--- config.mk ---
export PLATFORM = sky130hd
export DESIGN_NAME = tagged_field_record_parser
export DESIGN_NICKNAME = d
export VERILOG_FILES = /design/src/sv/tfrp_pkg.sv /design/src/sv/tfrp_parse.sv /design/src/sv/tfrp_out_queue.sv /design/src/sv/tagged_field_record_parser.sv
export SDC_FILE = /design/constraint.sdc
export NUM_CORES = 1
export LEC_CHECK = 0
export ABC_AREA = 1
export BUFFER_PORTS_ARGS = -buffer_cell sky130_fd_sc_hd__buf_2
export CORE_ASPECT_RATIO = 2
export CORE_MARGIN = 3
export CORE_UTILIZATION = 30
export CTS_CLUSTER_SIZE = 40
export DETAILED_ROUTE_END_ITERATION = 8
export HOLD_SLACK_MARGIN = 0.05
export PLACE_DENSITY = 0.48
export SYNTH_ARGS = -nofsm -noshare
export SYNTH_HDL_FRONTEND = slang
export SYNTH_HIERARCHICAL = 1
export SYNTH_SLANG_ARGS = --single-unit
--- constraint.sdc ---
create_clock -name clock -period 16.6 [get_ports clock]
set_clock_uncertainty 0.15 [all_clocks]
set_input_delay 1.66 -clock clock [delete_from_list [all_inputs] [get_ports clock]]
set_output_delay 1.66 -clock clock [all_outputs]
set_load 0.02 [all_outputs]
--- src/sv/tfrp_pkg.sv ---
// Shared types, byte codes and helper functions for the tagged field record parser.
// No dependencies; every other file in sv/ imports this package.
package tfrp_pkg;

   // Capacities of the image value stream and of the record slot ring.
   localparam int MAX_PIXELS = 8192;
   localparam int DICT_SLOTS = 32;

   localparam int PIX_POS_W  = $clog2(MAX_PIXELS + 1);
   localparam int SLOT_PTR_W = $clog2(DICT_SLOTS);

   // Widths of the result fields.
   localparam int PIX_IDX_W = 13;
   localparam int PIX_VAL_W = 10;
   localparam int SLOT_W    = 5;

   // Result queue geometry.
   localparam int QUEUE_DEPTH = 4;
   localparam int QIDX_W      = $clog2(QUEUE_DEPTH);
   localparam int QCNT_W      = $clog2(QUEUE_DEPTH + 1);

   // Digit limits of the numeric fields.
   localparam logic [2:0] SIZE_MAX_DIGITS  = 3'd4;
   localparam logic [1:0] DIM_MAX_DIGITS   = 2'd3;
   localparam logic [1:0] PIXEL_MAX_DIGITS = 2'd3;
   localparam logic [2:0] WORD_MAX_CHARS   = 3'd5;
   localparam logic [2:0] TYPE_MAX_CHARS   = 3'd4;

   // Byte codes.
   localparam logic [7:0] CH_WORD   = 8'h7C;  // '|'
   localparam logic [7:0] CH_IMAGE  = 8'h2F;  // '/'
   localparam logic [7:0] CH_TYPE   = 8'h24;  // '$'
   localparam logic [7:0] CH_SIZE   = 8'h2A;  // '*'
   localparam logic [7:0] CH_WIDTH  = 8'h23;  // '#'
   localparam logic [7:0] CH_HEIGHT = 8'h21;  // '!'
   localparam logic [7:0] CH_END    = 8'h25;  // '%'
   localparam logic [7:0] CH_SKIP   = 8'h2B;  // '+'
   localparam logic [7:0] CH_COMMA  = 8'h2C;  // ','
   localparam logic [7:0] CH_ZERO   = 8'h30;
   localparam logic [7:0] CH_NINE   = 8'h39;

   localparam logic KIND_PIXEL  = 1'b0;
   localparam logic KIND_RECORD = 1'b1;

   typedef enum logic [6:0] {
      FS_IDLE   = 7'b0000001,
      FS_WORD   = 7'b0000010,
      FS_IMAGE  = 7'b0000100,
      FS_TYPE   = 7'b0001000,
      FS_SIZE   = 7'b0010000,
      FS_WIDTH  = 7'b0100000,
      FS_HEIGHT = 7'b1000000
   } field_type;

   typedef struct packed {
      logic                 kind;
      logic [PIX_IDX_W-1:0] pixel_index;
      logic [PIX_VAL_W-1:0] pixel_value;
      logic [7:0]           img_height;
      logic [7:0]           img_width;
      logic [13:0]          img_size;
      logic [31:0]          type_chars;
      logic [39:0]          word_chars;
      logic [SLOT_W-1:0]    slot;
      logic                 last;
   } result_type;

   // Results produced by one byte, in delivery order.
   typedef struct packed {
      logic [1:0] count;
      result_type first;
      result_type second;
   } push_type;

   function automatic logic is_digit(input logic [7:0] b);
      return (b >= CH_ZERO) && (b <= CH_NINE);
   endfunction

   // acc * 10 + digit value; for an ASCII digit the value is its low nibble.
   function automatic logic [13:0] mul10_add(input logic [13:0] acc, input logic [7:0] b);
      return {acc[10:0], 3'b000} + {acc[12:0], 1'b0} + {10'd0, b[3:0]};
   endfunction

   function automatic logic [7:0] sat255(input logic [9:0] v);
      return (v > 10'd255) ? 8'd255 : v[7:0];
   endfunction

endpackage

--- src/sv/tfrp_parse.sv ---
// Parse state and the per-byte field update; produces up to two results per byte.
// Depends on tfrp_pkg.
module tfrp_parse import tfrp_pkg::*; (
   input  logic       clock,
   input  logic       reset,
   input  logic       go,
   input  logic [7:0] rx_byte,
   output push_type   push
);

   field_type              field_ff, field_in;
   logic [39:0]            word_ff, word_in;
   logic [2:0]             word_cnt_ff, word_cnt_in;
   logic [31:0]            type_ff, type_in;
   logic [2:0]             type_cnt_ff, type_cnt_in;
   logic [13:0]            size_ff, size_in;
   logic [2:0]             size_dig_ff, size_dig_in;
   logic [9:0]             width_ff, width_in;
   logic [1:0]             width_dig_ff, width_dig_in;
   logic [9:0]             height_ff, height_in;
   logic [1:0]             height_dig_ff, height_dig_in;
   logic [9:0]             pix_ff, pix_in;
   logic [1:0]             pix_dig_ff, pix_dig_in;
   logic [PIX_POS_W-1:0]   pos_ff, pos_in;
   logic [SLOT_PTR_W-1:0]  slot_ptr_ff, slot_ptr_in;

   logic       digit;
   logic       pix_fits;
   result_type pix_res;
   result_type rec_res;

   assign digit    = is_digit(rx_byte);
   assign pix_fits = (pos_ff < PIX_POS_W'(MAX_PIXELS));

   always_comb begin
      pix_res             = '0;
      pix_res.kind        = KIND_PIXEL;
      pix_res.pixel_index = PIX_IDX_W'(pos_ff);
      pix_res.pixel_value = pix_ff;

      rec_res            = '0;
      rec_res.kind       = KIND_RECORD;
      rec_res.img_height = sat255(height_ff);
      rec_res.img_width  = sat255(width_ff);
      rec_res.img_size   = size_ff;
      rec_res.type_chars = type_ff;
      rec_res.word_chars = word_ff;
      rec_res.slot       = SLOT_W'(slot_ptr_ff);
      rec_res.last       = 1'b1;
   end

   always_comb begin
      field_in      = field_ff;
      word_in       = word_ff;
      word_cnt_in   = word_cnt_ff;
      type_in       = type_ff;
      type_cnt_in   = type_cnt_ff;
      size_in       = size_ff;
      size_dig_in   = size_dig_ff;
      width_in      = width_ff;
      width_dig_in  = width_dig_ff;
      height_in     = height_ff;
      height_dig_in = height_dig_ff;
      pix_in        = pix_ff;
      pix_dig_in    = pix_dig_ff;
      pos_in        = pos_ff;
      slot_ptr_in   = slot_ptr_ff;
      push          = '0;

      unique case (rx_byte)
         CH_SKIP: ;
         CH_WORD:   field_in = FS_WORD;
         CH_IMAGE:  field_in = FS_IMAGE;
         CH_TYPE:   field_in = FS_TYPE;
         CH_SIZE:   field_in = FS_SIZE;
         CH_WIDTH:  field_in = FS_WIDTH;
         CH_HEIGHT: field_in = FS_HEIGHT;
         CH_END: begin
            // A token holding any byte is flushed ahead of the record while the image is below MAX_PIXELS.
            if ((pix_dig_ff != 2'd0) && pix_fits) begin
               push.count  = 2'd2;
               push.first  = pix_res;
               push.second = rec_res;
            end else begin
               push.count = 2'd1;
               push.first = rec_res;
            end
            if (slot_ptr_ff == SLOT_PTR_W'(DICT_SLOTS - 1)) begin
               slot_ptr_in = '0;
            end else begin
               slot_ptr_in = slot_ptr_ff + 1'b1;
            end
            field_in      = FS_IDLE;
            word_in       = '0;
            word_cnt_in   = '0;
            type_in       = '0;
            type_cnt_in   = '0;
            size_in       = '0;
            size_dig_in   = '0;
            width_in      = '0;
            width_dig_in  = '0;
            height_in     = '0;
            height_dig_in = '0;
            pix_in        = '0;
            pix_dig_in    = '0;
            pos_in        = '0;
         end
         default: begin
            unique case (field_ff)
               FS_IDLE: ;
               FS_WORD: begin
                  if (word_cnt_ff < WORD_MAX_CHARS) begin
                     word_in[{word_cnt_ff, 3'b000} +: 8] = rx_byte;
                     word_cnt_in = word_cnt_ff + 3'd1;
                  end
               end
               FS_IMAGE: begin
                  if (rx_byte == CH_COMMA) begin
                     if (pix_fits) begin
                        push.count      = 2'd1;
                        push.first      = pix_res;
                        push.first.last = 1'b1;
                        pos_in          = pos_ff + 1'b1;
                     end
                     pix_in     = '0;
                     pix_dig_in = '0;
                  end else if (pix_dig_ff < PIXEL_MAX_DIGITS) begin
                     if (digit) begin
                        pix_in     = 10'(mul10_add({4'd0, pix_ff}, rx_byte));
                        pix_dig_in = pix_dig_ff + 2'd1;
                     end else begin
                        pix_dig_in = PIXEL_MAX_DIGITS;
                     end
                  end
               end
               FS_TYPE: begin
                  if (type_cnt_ff < TYPE_MAX_CHARS) begin
                     type_in[{type_cnt_ff[1:0], 3'b000} +: 8] = rx_byte;
                     type_cnt_in = type_cnt_ff + 3'd1;
                  end
               end
               FS_SIZE: begin
                  if (size_dig_ff < SIZE_MAX_DIGITS) begin
                     if (digit) begin
                        size_in     = mul10_add(size_ff, rx_byte);
                        size_dig_in = size_dig_ff + 3'd1;
                     end else begin
                        size_dig_in = SIZE_MAX_DIGITS;
                     end
                  end
               end
               FS_WIDTH: begin
                  if (width_dig_ff < DIM_MAX_DIGITS) begin
                     if (digit) begin
                        width_in     = 10'(mul10_add({4'd0, width_ff}, rx_byte));
                        width_dig_in = width_dig_ff + 2'd1;
                     end else begin
                        width_dig_in = DIM_MAX_DIGITS;
                     end
                  end
               end
               FS_HEIGHT: begin
                  if (height_dig_ff < DIM_MAX_DIGITS) begin
                     if (digit) begin
                        height_in     = 10'(mul10_add({4'd0, height_ff}, rx_byte));
                        height_dig_in = height_dig_ff + 2'd1;
                     end else begin
                        height_dig_in = DIM_MAX_DIGITS;
                     end
                  end
               end
               default: ;
            endcase
         end
      endcase

      if (!go) begin
         push.count = 2'd0;
      end
   end

   always_ff @(posedge clock) begin
      if (reset) begin
         field_ff      <= FS_IDLE;
         word_ff       <= '0;
         word_cnt_ff   <= '0;
         type_ff       <= '0;
         type_cnt_ff   <= '0;
         size_ff       <= '0;
         size_dig_ff   <= '0;
         width_ff      <= '0;
         width_dig_ff  <= '0;
         height_ff     <= '0;
         height_dig_ff <= '0;
         pix_ff        <= '0;
         pix_dig_ff    <= '0;
         pos_ff        <= '0;
         slot_ptr_ff   <= '0;
      end else if (go) begin
         field_ff      <= field_in;
         word_ff       <= word_in;
         word_cnt_ff   <= word_cnt_in;
         type_ff       <= type_in;
         type_cnt_ff   <= type_cnt_in;
         size_ff       <= size_in;
         size_dig_ff   <= size_dig_in;
         width_ff      <= width_in;
         width_dig_ff  <= width_dig_in;
         height_ff     <= height_in;
         height_dig_ff <= height_dig_in;
         pix_ff        <= pix_in;
         pix_dig_ff    <= pix_dig_in;
         pos_ff        <= pos_in;
         slot_ptr_ff   <= slot_ptr_in;
      end
   end

   // The end byte always returns the parser to idle with an empty word.
   a_end_clears: assert property (@(posedge clock) disable iff (reset)
      go && (rx_byte == CH_END) |=> (field_ff == FS_IDLE) && (word_cnt_ff == 3'd0))
      else $error("end byte did not clear the parse state");

   // Every record moves the slot ring on.
   a_slot_moves: assert property (@(posedge clock) disable iff (reset)
      go && (rx_byte == CH_END) |=> !$stable(slot_ptr_ff))
      else $error("slot pointer did not advance on a record");

   a_counts_bounded: assert property (@(posedge clock) disable iff (reset)
      (word_cnt_ff <= WORD_MAX_CHARS) && (type_cnt_ff <= TYPE_MAX_CHARS)
      && (size_dig_ff <= SIZE_MAX_DIGITS) && (pos_ff <= PIX_POS_W'(MAX_PIXELS)))
      else $error("parse counter out of range");

endmodule

--- src/sv/tfrp_out_queue.sv ---
// Small result queue: takes up to two results per cycle, delivers one per cycle while out_ready is high.
// Depends on tfrp_pkg.
module tfrp_out_queue import tfrp_pkg::*; (
   input  logic       clock,
   input  logic       reset,
   input  push_type   push,
   output logic       room,
   output logic       out_valid,
   input  logic       out_ready,
   output result_type out_data
);

   result_type        entry_ff [QUEUE_DEPTH];
   logic [QIDX_W-1:0] head_ff, head_in;
   logic [QIDX_W-1:0] tail_ff, tail_in;
   logic [QCNT_W-1:0] count_ff, count_in;
   logic              pop;
   logic [QIDX_W-1:0] tail_next;

   assign room      = (count_ff <= QCNT_W'(QUEUE_DEPTH - 2));
   assign out_valid = (count_ff != '0);
   assign out_data  = entry_ff[head_ff];
   assign pop       = out_valid && out_ready;
   assign tail_next = tail_ff + 1'b1;

   always_comb begin
      head_in  = pop ? head_ff + 1'b1 : head_ff;
      tail_in  = tail_ff + QIDX_W'(push.count);
      count_in = count_ff + QCNT_W'(push.count) - QCNT_W'(pop);
   end

   always_ff @(posedge clock) begin
      if (reset) begin
         head_ff  <= '0;
         tail_ff  <= '0;
         count_ff <= '0;
      end else begin
         head_ff  <= head_in;
         tail_ff  <= tail_in;
         count_ff <= count_in;
      end
   end

   always_ff @(posedge clock) begin
      if (push.count != 2'd0) begin
         entry_ff[tail_ff] <= push.first;
      end
      if (push.count == 2'd2) begin
         entry_ff[tail_next] <= push.second;
      end
   end

   a_no_overflow: assert property (@(posedge clock) disable iff (reset)
      (push.count != 2'd0) |-> room)
      else $error("results pushed without room");

   a_count_bounded: assert property (@(posedge clock) disable iff (reset)
      count_ff <= QCNT_W'(QUEUE_DEPTH))
      else $error("queue count out of range");

   a_empty_aligned: assert property (@(posedge clock) disable iff (reset)
      (count_ff == '0) |-> (head_ff == tail_ff))
      else $error("empty queue with head and tail apart");

endmodule

--- src/sv/tagged_field_record_parser.sv ---
// Top level of the tagged field record parser: input register, parser and result queue.
// Depends on tfrp_pkg, tfrp_parse and tfrp_out_queue.
//
// The block takes one received byte per item and accepts a new item in every clock
// cycle while results are being taken. An accepted byte is held in an input register
// until the queue has room; the parser then updates its field state and writes the
// results that the byte causes into a four-entry result queue, from whose registers
// they reach the rsp_ ports. Most bytes cause no result, a comma in the image field
// causes one pixel result while the image is below MAX_PIXELS, and the end byte causes
// a record result, preceded by a pixel result when a value is still pending and fits.
// The rsp_ side delivers one result per cycle while rsp_ready is high, so a stream
// that produces more results than bytes is paced by the result port; the input
// register moves on only when the queue has room for two results. Marker bytes pick
// the field; '+' is skipped; numeric fields freeze at their first non-digit; width
// and height are reported saturated at 255.
module tagged_field_record_parser import tfrp_pkg::*; (
   input  logic                 clock,
   input  logic                 reset,
   input  logic                 req_valid,
   output logic                 req_ready,
   input  logic [7:0]           req_rx_byte,
   output logic                 rsp_valid,
   input  logic                 rsp_ready,
   output logic                 rsp_kind,
   output logic [PIX_IDX_W-1:0] rsp_pixel_index,
   output logic [PIX_VAL_W-1:0] rsp_pixel_value,
   output logic [7:0]           rsp_img_height,
   output logic [7:0]           rsp_img_width,
   output logic [13:0]          rsp_img_size,
   output logic [31:0]          rsp_type_chars,
   output logic [39:0]          rsp_word_chars,
   output logic [SLOT_W-1:0]    rsp_slot,
   output logic                 rsp_last
);

   logic       in_valid_ff, in_valid_in;
   logic [7:0] in_byte_ff, in_byte_in;
   logic       room;
   logic       advance;
   push_type   push;
   result_type head;

   // The held byte is processed in the cycle the queue can take both of its results.
   assign advance   = in_valid_ff && room;
   assign req_ready = !in_valid_ff || room;

   always_comb begin
      in_valid_in = in_valid_ff;
      in_byte_in  = in_byte_ff;
      if (req_valid && req_ready) begin
         in_valid_in = 1'b1;
         in_byte_in  = req_rx_byte;
      end else if (advance) begin
         in_valid_in = 1'b0;
      end
   end

   always_ff @(posedge clock) begin
      if (reset) begin
         in_valid_ff <= 1'b0;
      end else begin
         in_valid_ff <= in_valid_in;
      end
   end

   always_ff @(posedge clock) begin
      in_byte_ff <= in_byte_in;
   end

   tfrp_parse u_parse (
      .clock   (clock),
      .reset   (reset),
      .go      (advance),
      .rx_byte (in_byte_ff),
      .push    (push)
   );

   tfrp_out_queue u_queue (
      .clock     (clock),
      .reset     (reset),
      .push      (push),
      .room      (room),
      .out_valid (rsp_valid),
      .out_ready (rsp_ready),
      .out_data  (head)
   );

   assign rsp_kind        = head.kind;
   assign rsp_pixel_index = head.pixel_index;
   assign rsp_pixel_value = head.pixel_value;
   assign rsp_img_height  = head.img_height;
   assign rsp_img_width   = head.img_width;
   assign rsp_img_size    = head.img_size;
   assign rsp_type_chars  = head.type_chars;
   assign rsp_word_chars  = head.word_chars;
   assign rsp_slot        = head.slot;
   assign rsp_last        = head.last;

   // An end byte always yields a result, and the last one it yields is the record.
   a_end_yields_record: assert property (@(posedge clock) disable iff (reset)
      advance && (in_byte_ff == CH_END) |->
         (push.count != 2'd0)
         && ((push.count == 2'd1) ? push.first.kind : push.second.kind) == KIND_RECORD)
      else $error("end byte without a record result");

   // Nothing reaches the queue unless a held byte is being processed.
   a_push_needs_byte: assert property (@(posedge clock) disable iff (reset)
      (push.count != 2'd0) |-> advance)
      else $error("result pushed without a byte");

   a_byte_taken: assert property (@(posedge clock) disable iff (reset)
      req_valid && req_ready |=> in_valid_ff)
      else $error("accepted byte not held");

endmodule
==> results <==
- The flow ran to the end, and the final reports show no timing, DRC or antenna violations.
- The analysis attributes to cell leakage a power of 13.53 nW.
- The cell area after technology mapping is 36,640 sq um.
- In this run the power density over the cells is 105.0 nW/um^2.
- The count of endpoints failing hold in the final timing report came to 0.
- The total number of vias is 29,680.
- STA classifies the critical path endpoint as a flop.
- In this run the number of H-tree levels came out at 3.
- The via count of the first global-routing pass is 29,380.
- The total buffers and inverters traversed by the critical path is 7.
- At the worst endpoint, the arrival time is 6.32 ns.
- For this run, the number of standard cells in the final layout without fillers is 6,003.
- Clock latency on the worst-skew pair, taken at its later pin, is 0.66 ns.
- The share of the Yosys chip area taken by registers is 53.06%.
- The worst-path cell with the longest stage delay is sky130_fd_sc_hd__buf_4.
- Walking the worst path, the cells encountered are inv_1, nand2_1, nor2_1, nand2_2, buf_4, inv_1, buf_4, nand2_4, nor2_1, inv_2, nor2_4, nand2_4, o31ai_4, buf_4, buf_4.
- The count of nets left with antenna violations once routing finished came out at 0.
- The total wirelength of the detailed-routed design is 113.8 mm.
- The kind of cell adding the most delay to the critical path is buffers and inverters.
- The total global routing track utilization is 17.76%.
- The setup fix buffers added after clock tree synthesis is 0.
- The detailed-routing iteration count for the pre-antenna-repair pass is 5.
- The launching element type of the critical path is a flop.
- For this run, design rule violations remaining after detail routing come to 0.
- Setup repair after global routing left no endpoint under its margin.
- The number of CTS-inserted buffers is 67.
- The first global-routing pass estimated 173.2 mm of wire.
- The maximum number of pins on one net before global-route repair is 124.
- The routed wire length per instance is 18.95 um.
- The number of warnings issued by yosys is 6.
- The tool flagged a number of max-cap violations equal to 0.
- The area growth from synthesis to layout is 10.67%.
- In this run, post-CTS hold repair placed 0 buffers.
- The fmax is 161.4 MHz.
- The die area is 126,600 sq um.
- The mean cell area of the mapped netlist is 8.280 sq um.
- Along the worst path, the maximum fanout reaches 69.
- The number of placement rows is 180.
- Post-CTS repair changed the size of 0 cells.
- Across the VDD grid, the largest voltage drop is 66.95 uV.
- The shortest period the worst path allows is 6.196 ns.
- Yosys mapped a number of flops with a built-in enable equal to 536.
- After routing the design area is 40,550 sq um.
- The TritonCTS sink count is 703.
- The cell chosen for the clock root is sky130_fd_sc_hd__clkbuf_16.
- For the final routed database, the setup TNS stands at 0 ns.
- The total half-perimeter wirelength after legalization and detailed placement is 70.54 mm.
- Setup violations remaining at the end of the flow were counted as 0.
- After the first detailed-routing iteration, the DRC count stood at 1,742.
- Buffers placed on the I/O ports in this run total 145.
- The worst-margin pin slew is 1.170 ns.
- Synthesis inferred 703 register bits.
- The number of antenna violations at the first check in global routing is 2.
- The final critical path takes up 37.32% of the cycle.
- The core box area is 120,700 sq um.
- Among all flip-flop cells after synthesis, the most frequent one is sky130_fd_sc_hd__edfxtp_1.
- The register clock-pin slew on the reported worst setup and hold paths is 0.07 ns.
- Once layout is complete, the utilization of the core stands at 33.59%.
- The pre-CTS setup slack is 10.26 ns.
- Of all flip-flops after synthesis, the portion carrying an async set or reset was 0%.
- The max-slew violation count is 0.
- The total cell area at the placement stage is 38,460 sq um.
- The initial core utilization is 30.35%.
- In this run, placement finished with an instance count of 5,879.
- 146 I/O pins were placed.
- The critical path start-end classification is flop to flop.
- The clock passes through at most 3 buffers.
- The maximum cell stage delay along the critical path is 0.72 ns.
- The max-slew headroom at the worst pin is 21.97%.
- The via count normalized by instance count is 4.944.
- The worst min-delay path category is flop to flop.
- TritonCTS built the clock tree.
- The worst setup margin is 10.40 ns.
- The required time of the critical path is 16.73 ns.
- The count of unique library cells instantiated by Yosys is 43.
- The count of nets after finishing is 4,505.
- The share of post-route cells with drive strength above 1 is 7.273%.
- From left edge to right edge, the die measures 253.1 um.
- The final estimated routing congestion in global placement is 0.8615.
- The global-route congestion overflow total is 0.
- The number of standard cells after synthesis is 4,425.
- The most used cell along the critical path is sky130_fd_sc_hd__buf_4.
- The die is 500.2 um tall.
per-stage QoR:
| step | hold WS [ns] | power [W] |
|---|---|---|
| floorplan | 0.2790 | 0.002445 |
| global placement | 0.2864 | 0.002790 |
| detailed placement | 0.2917 | 0.002793 |
| CTS | 0.3022 | 0.004337 |
| global route | 0.3225 | 0.004449 |
| finish | 0.3015 | 0.004258 |
final cells by class:
| cell class | count | area, sq um |
|---|---|---|
| antenna | 1 | 2.502 |
| clock buffer | 89 | 1790 |
| clock inverter | 34 | 294.0 |
| fill | 12590 | 80170 |
| inverter | 394 | 1499 |
| multi-input combinational | 3053 | 14560 |
| sequential | 703 | 19450 |
| tap | 1547 | 1936 |
| timing repair buffer | 182 | 1018 |
cell usage after synthesis, drive strengths merged, types with 5 or more instances:
master | number | area share (%)
clkbuf | 191 | 2.0
xor2 | 19 | 0.45
a21oi | 134 | 1.8
edfxtp | 536 | 44
ha | 83 | 2.8
inv | 390 | 4.0
nand3 | 137 | 1.9
or2 | 5 | 0.085
nor3 | 34 | 0.48
fa | 9 | 0.49
dfxtp | 167 | 9.1
o21ai | 826 | 11
buf | 106 | 1.7
nand2 | 867 | 8.9
xnor2 | 7 | 0.17
nor2 | 723 | 7.5
o22ai | 132 | 2.3
nand4 | 26 | 0.44
power by group:
part	internal [W]	switching [W]	leakage (nW)
registers	0.00188	0.0000268	6.33
clock network	0.000830	0.000702	1.02
logic	0.000202	0.000622	6.19
worst register-to-register path, stage by stage, from the launching register on:
cell and delay [ns]:
sky130_fd_sc_hd__edfxtp_1 0.56, sky130_fd_sc_hd__inv_1 0.48, sky130_fd_sc_hd__nand2_1 0.13, sky130_fd_sc_hd__nor2_1 0.15, sky130_fd_sc_hd__nand2_2 0.25, sky130_fd_sc_hd__buf_4 0.37
sky130_fd_sc_hd__inv_1 0.09, sky130_fd_sc_hd__buf_4 0.31, sky130_fd_sc_hd__nand2_4 0.40, sky130_fd_sc_hd__nor2_1 0.45, sky130_fd_sc_hd__inv_2 0.12, sky130_fd_sc_hd__nor2_4 0.24
sky130_fd_sc_hd__nand2_4 0.44, sky130_fd_sc_hd__o31ai_4 0.33, sky130_fd_sc_hd__buf_4 0.56, sky130_fd_sc_hd__buf_4 0.74
final timing paths:
check	from	end	slack [ns]	depth (start not counted)
worst max-delay path	in_byte_ff[3]	u_queue/entry_ff[3][69]	10.40	15
worst min-delay path	u_parse/width_dig_ff[1]	u_parse/width_dig_ff[1]	0.30	2
worst max register to register	in_byte_ff[3]	u_queue/entry_ff[3][69]	10.40	15
worst min register to register	u_parse/width_dig_ff[1]	u_parse/width_dig_ff[1]	0.30	2
flip-flops by register name, summed over array words and instances (netlist names), 5 cells and up, named ones only:
name,cells
u_parse/height_ff,10
u_parse/pos_ff,14
u_parse/pix_ff,10
in_byte_ff,8
u_parse/type_ff,32
u_parse/width_ff,10
u_parse/field_ff,7
u_parse/slot_ptr_ff,5
u_parse/size_ff,14
u_parse/word_ff,40
u_queue/entry_ff,528
kinds of logic after synthesis:
group | Yosys count | share of synthesized area [%]
other cells | 1 | 0.01024
xor+xnor | 26 | 0.6215
compound gates | 1113 | 15.80
fa+ha+maj | 92 | 3.326
buf+inv | 691 | 7.660
flops | 703 | 53.06
simple gates | 1799 | 19.52
per-layer routing:
layer | track usage (%) | part of all wire (%) | wire length, um | vias up
met5 | 0 | 0 | 0 | -
met4 | 6.807 | 3.2 | 3600 | 0
met3 | 2.155 | 3.6 | 4068 | 165
met2 | 33.50 | 53 | 59900 | 579
met1 | 20.18 | 41 | 46210 | 14200
li1 | - | - | - | 14740
cells in the final DEF, fill, tap and decap left out, types with 4 or more instances in the layout:
master | synthesis | final
sky130_fd_sc_hd__xnor2_1 | 7 | 7
sky130_fd_sc_hd__a211oi_1 | 4 | 4
sky130_fd_sc_hd__o21a_1 | 4 | 4
sky130_fd_sc_hd__nor3_1 | 33 | 33
sky130_fd_sc_hd__nor2_2 | 7 | 7
sky130_fd_sc_hd__bufinv_16 | 0 | 4
sky130_fd_sc_hd__dfxtp_1 | 167 | 165
sky130_fd_sc_hd__conb_1 | 1 | 23
sky130_fd_sc_hd__xor2_1 | 19 | 19
sky130_fd_sc_hd__inv_2 | 12 | 11
sky130_fd_sc_hd__o21bai_1 | 4 | 4
sky130_fd_sc_hd__edfxtp_1 | 536 | 536
sky130_fd_sc_hd__clkbuf_16 | 0 | 67
sky130_fd_sc_hd__nor3b_1 | 4 | 4
sky130_fd_sc_hd__nor2_1 | 712 | 712
sky130_fd_sc_hd__clkinv_1 | 4 | 18
sky130_fd_sc_hd__nor2_4 | 4 | 4
sky130_fd_sc_hd__buf_4 | 31 | 37
sky130_fd_sc_hd__nand4_1 | 26 | 26
sky130_fd_sc_hd__nand2_2 | 5 | 5
sky130_fd_sc_hd__inv_1 | 378 | 377
sky130_fd_sc_hd__inv_6 | 0 | 6
sky130_fd_sc_hd__o22ai_1 | 132 | 132
sky130_fd_sc_hd__clkinv_2 | 0 | 7
sky130_fd_sc_hd__o21ai_0 | 786 | 786
sky130_fd_sc_hd__a21oi_1 | 133 | 133
sky130_fd_sc_hd__o21ai_1 | 39 | 39
sky130_fd_sc_hd__nand2_4 | 0 | 7
sky130_fd_sc_hd__nand2_1 | 862 | 855
sky130_fd_sc_hd__nand3_1 | 135 | 134
sky130_fd_sc_hd__ha_1 | 83 | 83
sky130_fd_sc_hd__clkbuf_1 | 191 | 18
sky130_fd_sc_hd__or2_2 | 5 | 5
sky130_fd_sc_hd__fa_1 | 9 | 9
sky130_fd_sc_hd__buf_2 | 59 | 144
Power figures use the tool's default switching activity.
